[config.mk]
export PLATFORM = sky130hd
export DESIGN_NAME = lrucsp_ram
export DESIGN_NICKNAME = d
export VERILOG_FILES = /design/src/rtl/lrucsp_ram.sv
export SDC_FILE = /design/constraint.sdc
export NUM_CORES = 1
export LEC_CHECK = 0
export ABC_AREA = 1
export ABC_CLOCK_PERIOD_IN_PS = 2100
export BUFFER_PORTS_ARGS = -buffer_cell sky130_fd_sc_hd__buf_2
export CORE_MARGIN = 3
export CORE_UTILIZATION = 42
export DETAILED_ROUTE_END_ITERATION = 10
export MAX_ROUTING_LAYER = met4
export PLACE_DENSITY = 0.64
export SYNTH_ARGS = -nofsm -noshare
export SYNTH_HDL_FRONTEND = slang
export SYNTH_SLANG_ARGS = --single-unit
[constraint.sdc]
create_clock -name clk_i -period 2.1 [get_ports clk_i]
set_input_delay 0.42 -clock clk_i [delete_from_list [all_inputs] [get_ports clk_i]]
set_output_delay 0.42 -clock clk_i [all_outputs]
set_load 0.005 [all_outputs]
[src/rtl/lrucsp_ram.sv]
`timescale 1ns / 1ps
// ----------------------------------------------------------------------------
// lrucsp_ram
// Generic single-write, single-read RAM with registered read data.
// ----------------------------------------------------------------------------
module lrucsp_ram #(
  parameter int Width = 8,
  parameter int Depth = 16
) (
  input  logic                     clk_i,
  input  logic                     we_i,
  input  logic [$clog2(Depth)-1:0] waddr_i,
  input  logic [Width-1:0]         wdata_i,
  input  logic                     re_i,
  input  logic [$clog2(Depth)-1:0] raddr_i,
  output logic [Width-1:0]         rdata_o
);

  logic [Width-1:0] mem [Depth];

  always_ff @(posedge clk_i) begin
    if (we_i) begin
      mem[waddr_i] <= wdata_i;
    end
    if (re_i) begin
      rdata_o <= mem[raddr_i];
    end
  end

endmodule

# Word-level counts from Yosys, hierarchy flattened
# Memory sizes are Yosys's and may differ from the RTL's. A register that Yosys moved wholly into a read port is not among the register bits.
# Cells that the tools add are included.
[word_totals] romBits=0 inputBits=19 out_inout_bits=8 elab_cells=3 latch_bits=0 ramBits=128 ff_bits=0 memories=1
[mem_list] name="mem" words=16 width=8 read_ports=1 rd_ports_with_merged_regs=1 wr=1 line_no="19" text="logic [Width-1:0] mem [Depth];"
[classes] bitwise=0 shift=0 n_addsub=0 eq_ne=0 div_mod_pow=0 magnitude_cmp=0 n_mux=2 multipliers=0 reduce_logical=0
[op_table] op="$mux 1" n=2

# Depth between registers and ports, before layout
# Gate-level depths: netlist (run 1).
[depth] word_depth=2 depth_mapped=8 ltp_nobuf=7

# Worst setup path before layout (run 1)
# OpenSTA, ideal clock, no wires.
[synth_path] path_kind="input port to flip-flop" startpoint="input waddr_i[2]" endpoint="memory mem[10][0] (enable)" path_buffers=0 arrival_ns=1.001 setup_ns=0.370 path_stages=2 t_required_ns=1.730 path_slack_ns=0.729 cell_sequence="nand3b_1 nor2_1"
[synth_lines] element="from (decl)" line_no="12" text="input logic [$clog2(Depth)-1:0] waddr_i,"
[synth_lines] element="to (decl)" line_no="19"
# No word-level cell before the write port.

# Worst setup path in the final report (run 1)
[layout_path] startpoint="register rdata_o[0] (read register of mem)" endpoint="output rdata_o[0]"
[layout_lines] element="from (decl)" line_no="16" text="output logic [Width-1:0] rdata_o"
# No word-level cell between the ends.

==> metrics.txt, run 1 <==
combinational share of power=5.7%; Yosys reg bits=136; io pins=27; maxcap violations=0; Fmax=0.713 GHz; Distinct cells, synth=11; number of setup buffers added after CTS=0; clk buf depth=2; slew margin rel.=59.8%; sw frac=20.4%; sequential cell area=4080 sq um; Die Height=124 microns; Synth Area in Simple Gates=20.8%; Post-Synth XOR/XNOR Area=0%; CTS resizes=0; DIE AREA=15400 sq um; GRT Util Overall=19.3%; crit path max fanout=1; largest family of logic cells by synthesized area=simple AND/OR/NAND/NOR gates; Mapped Area=5850 sq um; Req. time, crit path=1.68 ns; gpl congestion=0.827; number of CTS-inserted buffers=17; Final setup viols=0; clk root buf=clkbuf_16; Mapped Avg Cell Area=10.6 sq um; filler instances=1213; crit path max-delay cell type=edfxtp_1; peak per-stage delay on the critical path=0.41 ns; post-route setup TNS=0 ns; synthesized-area fraction occupied by adder cells=0%; H-tree depth=4; crit-path cells=buf_2; mux contribution to synthesized area=0%; pwr/cell area=942 nW/um^2; Pre-Repair DR Iteration Count=5; number of global-route vias before repair=3861; synth warn=0; crit end category=primary output; Cells after Synth=551; Flop pwr share=47.8%; worst skew pair latency=0.41 ns; area of the multi-input gates=1210 sq um; port buffer count=26; Iteration-0 DRC Markers=358; clock network power share=46.5%; largest net degree at the start of global routing=50; Leak=2.96 nW; row cnt=42; Final Skew=0.00530 ns; startpoint types=flop; complex-gate fraction of the synthesized area=0%; worst-margin pin slew=0.602 ns; vias per cell=4.96; post-DR wirelength/cell=16.8 microns; vias=3892; Switching Power=1.31 mW; Seq/Total Area, Yosys=69.8%; Max IR drop VDD=0.000405 V; combined buffer and inverter count along the critical path=1; dpl cell area=6240 sq um; delay-heaviest family, CP=flip-flops; arrival time worst endpoint=0.98 ns; period utilization=66.7%; die width=124 microns; Post-Syn Nets=570; area growth from synthesis to layout=16.9%; CTS tree=built; clock slew at reported path FFs=0.06 ns; CTS Hold Bufs=0; Post-route DRC=0; Worst Setup Path Type=flop to primary output; initial antenna violation count=0; P_int=5.13 mW; Num Clock Sinks=136; Final ANT Viol Nets=0; RSZ-0062 raised after global routing=no; CORE AREA=13500 sq um; GRT overflow=0; Worst Hold Class=input port to flop; fin. max-slew vios=0; initial core utilization=43.5%; global-route wire length before repair=21.0 mm; Final Hold Fails=0; ANT cells=0; status=finished clean; ratio of cells with drive above 1 in the final layout=12.5%; post-route design area=6830 sq um; overall routed net length=13.2 mm; fin crit period=1.40 ns; fin nets=614; DP HPWL=8.24 mm
synthesized netlist by cell type:
cell type  count  area share (%)
edfxtp_1     136              70
buf_4          4            0.51
buf_6          6             1.2
buf_1          1           0.064
nand2_1      173              11
nand3b_1       2            0.26
buf_2         13             1.1
nand3_1       97             8.3
inv_1        100             6.4
inv_2          2            0.13
nor2_1        17             1.1
path summary, 6_finish.rpt:
path                            cells past startpoint       start  slack, ns    endpoint
worst max-delay path                                1  rdata_o[0]       0.70  rdata_o[0]
worst max register to register                      6   mem[3][3]       0.96  rdata_o[3]
worst min register to register                      6  mem[13][2]       0.76  rdata_o[2]
worst min-delay path                                1        re_i       0.39  rdata_o[6]
registers in the layout, summed over array words and instances (netlist names):
| name | flops |
|---|---|
| rdata_o | 8 |
| mem | 128 |
kinds of logic after synthesis:
family / count (synthesis)
buffers and inverters: 126
and+or+nand+nor: 289
DFF: 136
per-stage QoR:
step	util [%]	total power [mW]	setup WS (ns)	instances	hold WS, ns
6_report	50.8	6.44	0.698	784	0.392
3_3_place_gp	46.4	3.49	0.527	752	0.740
3_5_place_dp	46.4	3.50	0.482	752	0.749
5_1_grt	50.8	6.65	0.653	784	0.380
2_1_floorplan	-	3.34	0.729	551	0.519
4_1_cts	50.8	6.48	0.675	784	0.380
final cells by class:
type                       count  area share (%)
multi-input combinational    289            17.8
sequential                   136            59.8
clock inverter                13            2.33
tap                          176            3.22
timing repair buffer          49            4.98
inverter                     102            5.60
clock buffer                  19            6.34
power by group through the flow:
stage / clock [mW] / sequential [mW] / combinational (mW)
final: 2.99 / 3.08 / 0.368
after global routing: 3.15 / 3.08 / 0.414
after CTS: 3.03 / 3.08 / 0.372
after detailed placement: 0 / 3.13 / 0.369
after global placement: 0 / 3.13 / 0.361
after floorplan: 0 / 3.13 / 0.214
metal layers:
metal	global-route usage [%]	share of wire, %	up-vias
met2	29.1	47	131
met1	25.1	44	1859
met4	8.42	2.9	0
met5	-	0	-
met3	4.36	6.0	28
li1	-	-	1874
placed cells by master, fill, tap and decap left out, types with 5 or more instances in the layout:
cell / count
buf_2: 26
buf_4: 20
clkbuf_16: 17
clkinv_1: 5
edfxtp_1: 136
inv_1: 100
nand2_1: 173
nand3_1: 97
nor2_1: 17
(Power assumes the default switching activity.)
==> run 2: changes to the inputs <==
ABC_AREA = 0   (was 1)
ABC_CLOCK_PERIOD_IN_PS = 1200   (was 2100)
PLACE_DENSITY = 0.66   (was 0.64)
clock period = 1.2 ns   (was 2.1 ns; I/O delays follow)
==> run 2 against run 1 <==
Net effect:
- the flow now finishes with violations (setup timing)
- worst hold slack got worse by 0.19 ns
- routed wire length fell by 27%
- setup slack got worse by 0.86 ns
- sequential power rose by 75%
- combinational power rose by 58%
- highest routed layer unchanged
- sequential cell count did not move
- global-route usage fell by 3.7 points
- clock-buffer cell count rose by 2
- critical path depth rose by 2
- largest power group unchanged
==> metrics.txt, run 2 <==
status=complete, but fails checks (was finished clean); failing checks=setup timing; clock network power share=45.6% (was 46.5%); Final Hold Fails=0 (unchanged); die width=118 microns (was 124 microns); worst r2r dst=rdata_o[5] (was rdata_o[3]); number of setup buffers added after CTS=0 (unchanged); commonest non-fill, non-tap cells in the layout=136 x edfxtp_1, 32 x mux4_2, 26 x buf_2, 17 x clkbuf_16, 16 x buf_4 (was 173 x nand2_1, 136 x edfxtp_1, 100 x inv_1, 97 x nand3_1, 26 x buf_2); placed cells=444 (was 752); area growth from synthesis to layout=25.0% (was 16.9%); number of CTS-inserted buffers=17 (unchanged); most frequent cell after synthesis=edfxtp_1 (was nand2_1); Iteration-0 DRC Markers=202 (was 358); P_int=8.86 mW (was 5.13 mW); share of the synthesized area in the top cell type=78.1% (was 69.8%); number of global-route vias before repair=2683 (was 3861); number of flops mapped to enable cells by yosys=136 (unchanged); CORE AREA=12100 sq um (was 13500 sq um); Hold Startpoint=wdata_i[0] (was re_i); Post-Syn Nets=248 (was 570); crit end category=flop (was primary output); Req. time, crit path=1.36 ns (was 1.68 ns); clk buf depth=2 (unchanged); Layout Utilization=53.9% (was 50.8%); max FFs per register=128 (unchanged); Pre-Repair DR Iteration Count=4 (was 5); Final Skew=0.00981 ns (was 0.00530 ns); worst skew pair latency=0.41 ns (about the same); Final setup viols=11 (was 0); Worst Hold Class=input port to flop (unchanged); Post-route DRC=0 (unchanged); area leader, netlist=edfxtp_1 (unchanged); setup ws final=-0.163 ns (was 0.698 ns); DP HPWL=6.24 mm (was 8.24 mm); fin nets=314 (was 614); FF-to-FF Start=mem[10][5] (was mem[3][3]); Cells after Synth=229 (was 551); largest net degree at the start of global routing=17 (was 50); Hold Path Stages=1 (unchanged); crit-path cells=mux4_2 -> a22oi_2 -> nand2_1 (was buf_2); post-route design area=6530 sq um (was 6830 sq um); pwr/cell area=1680 nW/um^2 (was 942 nW/um^2); period utilization=114%; register-to-register setup slack=-0.16 ns (was 0.96 ns); CTS tree=built (unchanged); sw frac=19.2% (was 20.4%); global-route wire length before repair=15.4 mm (was 21.0 mm); row cnt=40 (was 42); Leak=2.15 nW (was 2.96 nW); Regs by FF count=mem (128), rdata_o (8) (unchanged); clk root buf=clkbuf_16 (unchanged); Final ANT Viol Nets=0 (unchanged); Yosys reg bits=136 (unchanged); Die Height=118 microns (was 124 microns); arrival time worst endpoint=1.52 ns (was 0.98 ns); Worst Setup Path Type=flop to flop (was flop to primary output); combined buffer and inverter count along the critical path=0 (was 1); vias=2461 (was 3892); GRT Util Overall=15.6% (was 19.3%); startpoint types=flop (unchanged); DIE AREA=13800 sq um (was 15400 sq um); worst-margin pin slew=0.863 ns (was 0.602 ns); io pins=27 (unchanged); Distinct cells, synth=18 (was 11); top post-synthesis cells by area=edfxtp_1 78%, mux4_2 7.8%, mux4_1 7.0% (was edfxtp_1 70%, nand2_1 11%, nand3_1 8.3%); ratio of cells with drive above 1 in the final layout=45.0% (was 12.5%); filler instances=929 (was 1213); Mapped Area=5230 sq um (was 5850 sq um); most common cell after layout, fill and taps aside=edfxtp_1 (was nand2_1); maxcap violations=0 (unchanged); ANT cells=0 (unchanged); Seq/Total Area, Yosys=78.1% (was 69.8%); slew margin rel.=42.2% (was 59.8%); Post-synth top cells=136 x edfxtp_1, 18 x mux4_2, 16 x a22oi_1, 14 x mux4_1, 13 x nor2_1 (was 173 x nand2_1, 136 x edfxtp_1, 100 x inv_1, 97 x nand3_1, 17 x nor2_1); largest register by flop count=mem (unchanged); Main synth FF type=edfxtp_1 (unchanged); delay-heaviest family, CP=multiplexers (was flip-flops); Switching Power=2.11 mW (was 1.31 mW); ys async rst share=0% (unchanged); fin. max-slew vios=0 (unchanged); fin crit period=1.36 ns; CTS Hold Bufs=0 (unchanged); worst r2r path cells=3 (was 6); vias per cell=5.18 (was 4.96); clock slew at reported path FFs=0.05 ns (was 0.06 ns); post-DR wirelength/cell=20.2 microns (was 16.8 microns); initial antenna violation count=0 (unchanged); overall routed net length=9.60 mm (was 13.2 mm); Flop pwr share=49.1% (was 47.8%); crit path max-delay cell type=mux4_2 (was edfxtp_1); initial core utilization=43.2% (was 43.5%); combinational share of power=5.3% (was 5.7%); Max IR drop VDD=0.000955 V (was 0.000405 V); synth warn=0 (unchanged); GRT overflow=0 (unchanged); port buffer count=26 (unchanged); CP Launch Point=mem[10][5] (was rdata_o[0]); Hold EP=mem[5][0] (was rdata_o[6]); Num Clock Sinks=136 (unchanged); gpl congestion=0.768 (was 0.827); dpl cell area=5920 sq um (was 6240 sq um); Final Non-Filler Cells=475 (was 784); Mapped Avg Cell Area=22.8 sq um (was 10.6 sq um); Fmax=0.733 GHz; RSZ-0062 raised after global routing=yes (was no); H-tree depth=4 (unchanged); peak per-stage delay on the critical path=0.48 ns (was 0.41 ns); crit path max fanout=1 (unchanged)
run 2: cell types whose count changed after synthesis, moves of 14 or more:
cell	previous run	this run
a22oi_1	0	16
inv_1	100	0
mux4_1	0	14
mux4_2	0	18
nand2_1	173	9
nand3_1	97	1
run 2: per-layer routing:
layer,vias up,GRT usage [%],part of all wire (%)
met5,-,-,0
met4,0,6.96,2.1
met3,14,4.28,4.1
met2,59,23.0,48
met1,1294,20.4,45
li1,1094,-,-
run 2: what timing repair did:
item / 4_1_cts / 5_1_grt
resized for setup: 9 / 2
setup endpoints to repair: 12 / 13
pin swaps: 5 / 2
gates cloned: 0 / 0
run 2: power by group through the flow:
stage	registers (mW)	clock network, mW	logic (mW)
floorplan	5.47	0	0.306
global placement	5.48	0	0.558
detailed placement	5.48	0	0.570
CTS	5.39	5.08	0.592
global route	5.39	5.30	0.634
finish	5.39	5.00	0.583
run 2: worst max-delay path by stage:
| stage | cells after the start | slack [ns] | to |
|---|---|---|---|
| 2_1_floorplan | 5 | -0.24 | rdata_o[1] |
| 3_3_place_gp | 5 | -0.58 | rdata_o[0] |
| 3_5_place_dp | 5 | -0.57 | rdata_o[3] |
| 4_1_cts | 3 | -0.19 | rdata_o[5] |
| 5_1_grt | 3 | -0.24 | rdata_o[4] |
| 6_report | 3 | -0.16 | rdata_o[5] |
run 2: logic make-up (layout without fill, tap and decap cells):
logic type,count (synthesis),after routing,synth area share [%]
AO/OA/AOI/OAI,16,16,2.30
buffers and inverters,10,88,1.65
flip-flops,136,136,78.1
multiplexers,32,32,14.8
AND/OR/NAND/NOR,35,35,3.14
run 2: area by class of cell:
class / count / area [sq um] / area share (%)
clock buffers: 21 / 440 / 6.74
multi-input cells: 83 / 1120 / 17.1
repair buffers: 57 / 551 / 8.43
flip-flops and latches: 136 / 4080 / 62.5
well taps: 168 / 210 / 3.22
clock inverters: 10 / 129 / 1.97
run 2: per-stage QoR:
step                power [mW]  hold slack (ns)  setup TNS (ns)  setup WS, ns
global placement          6.04            0.618          -25.45        -0.576
floorplan                 5.78            0.339           -4.96        -0.240
CTS                       11.1            0.194           -1.44        -0.185
detailed placement        6.05            0.624          -26.97        -0.571
finish                    11.0            0.205           -1.23        -0.163
global route              11.3            0.197           -1.81        -0.235
run 2: worst reg2reg max path: cells and delay by family (launching register included):
family | cells | cell delay [ns]
AOI/OAI and AO/OA | 1 | 0.21
muxes | 1 | 0.48
and+or+nand+nor | 1 | 0.07
DFF | 1 | 0.36
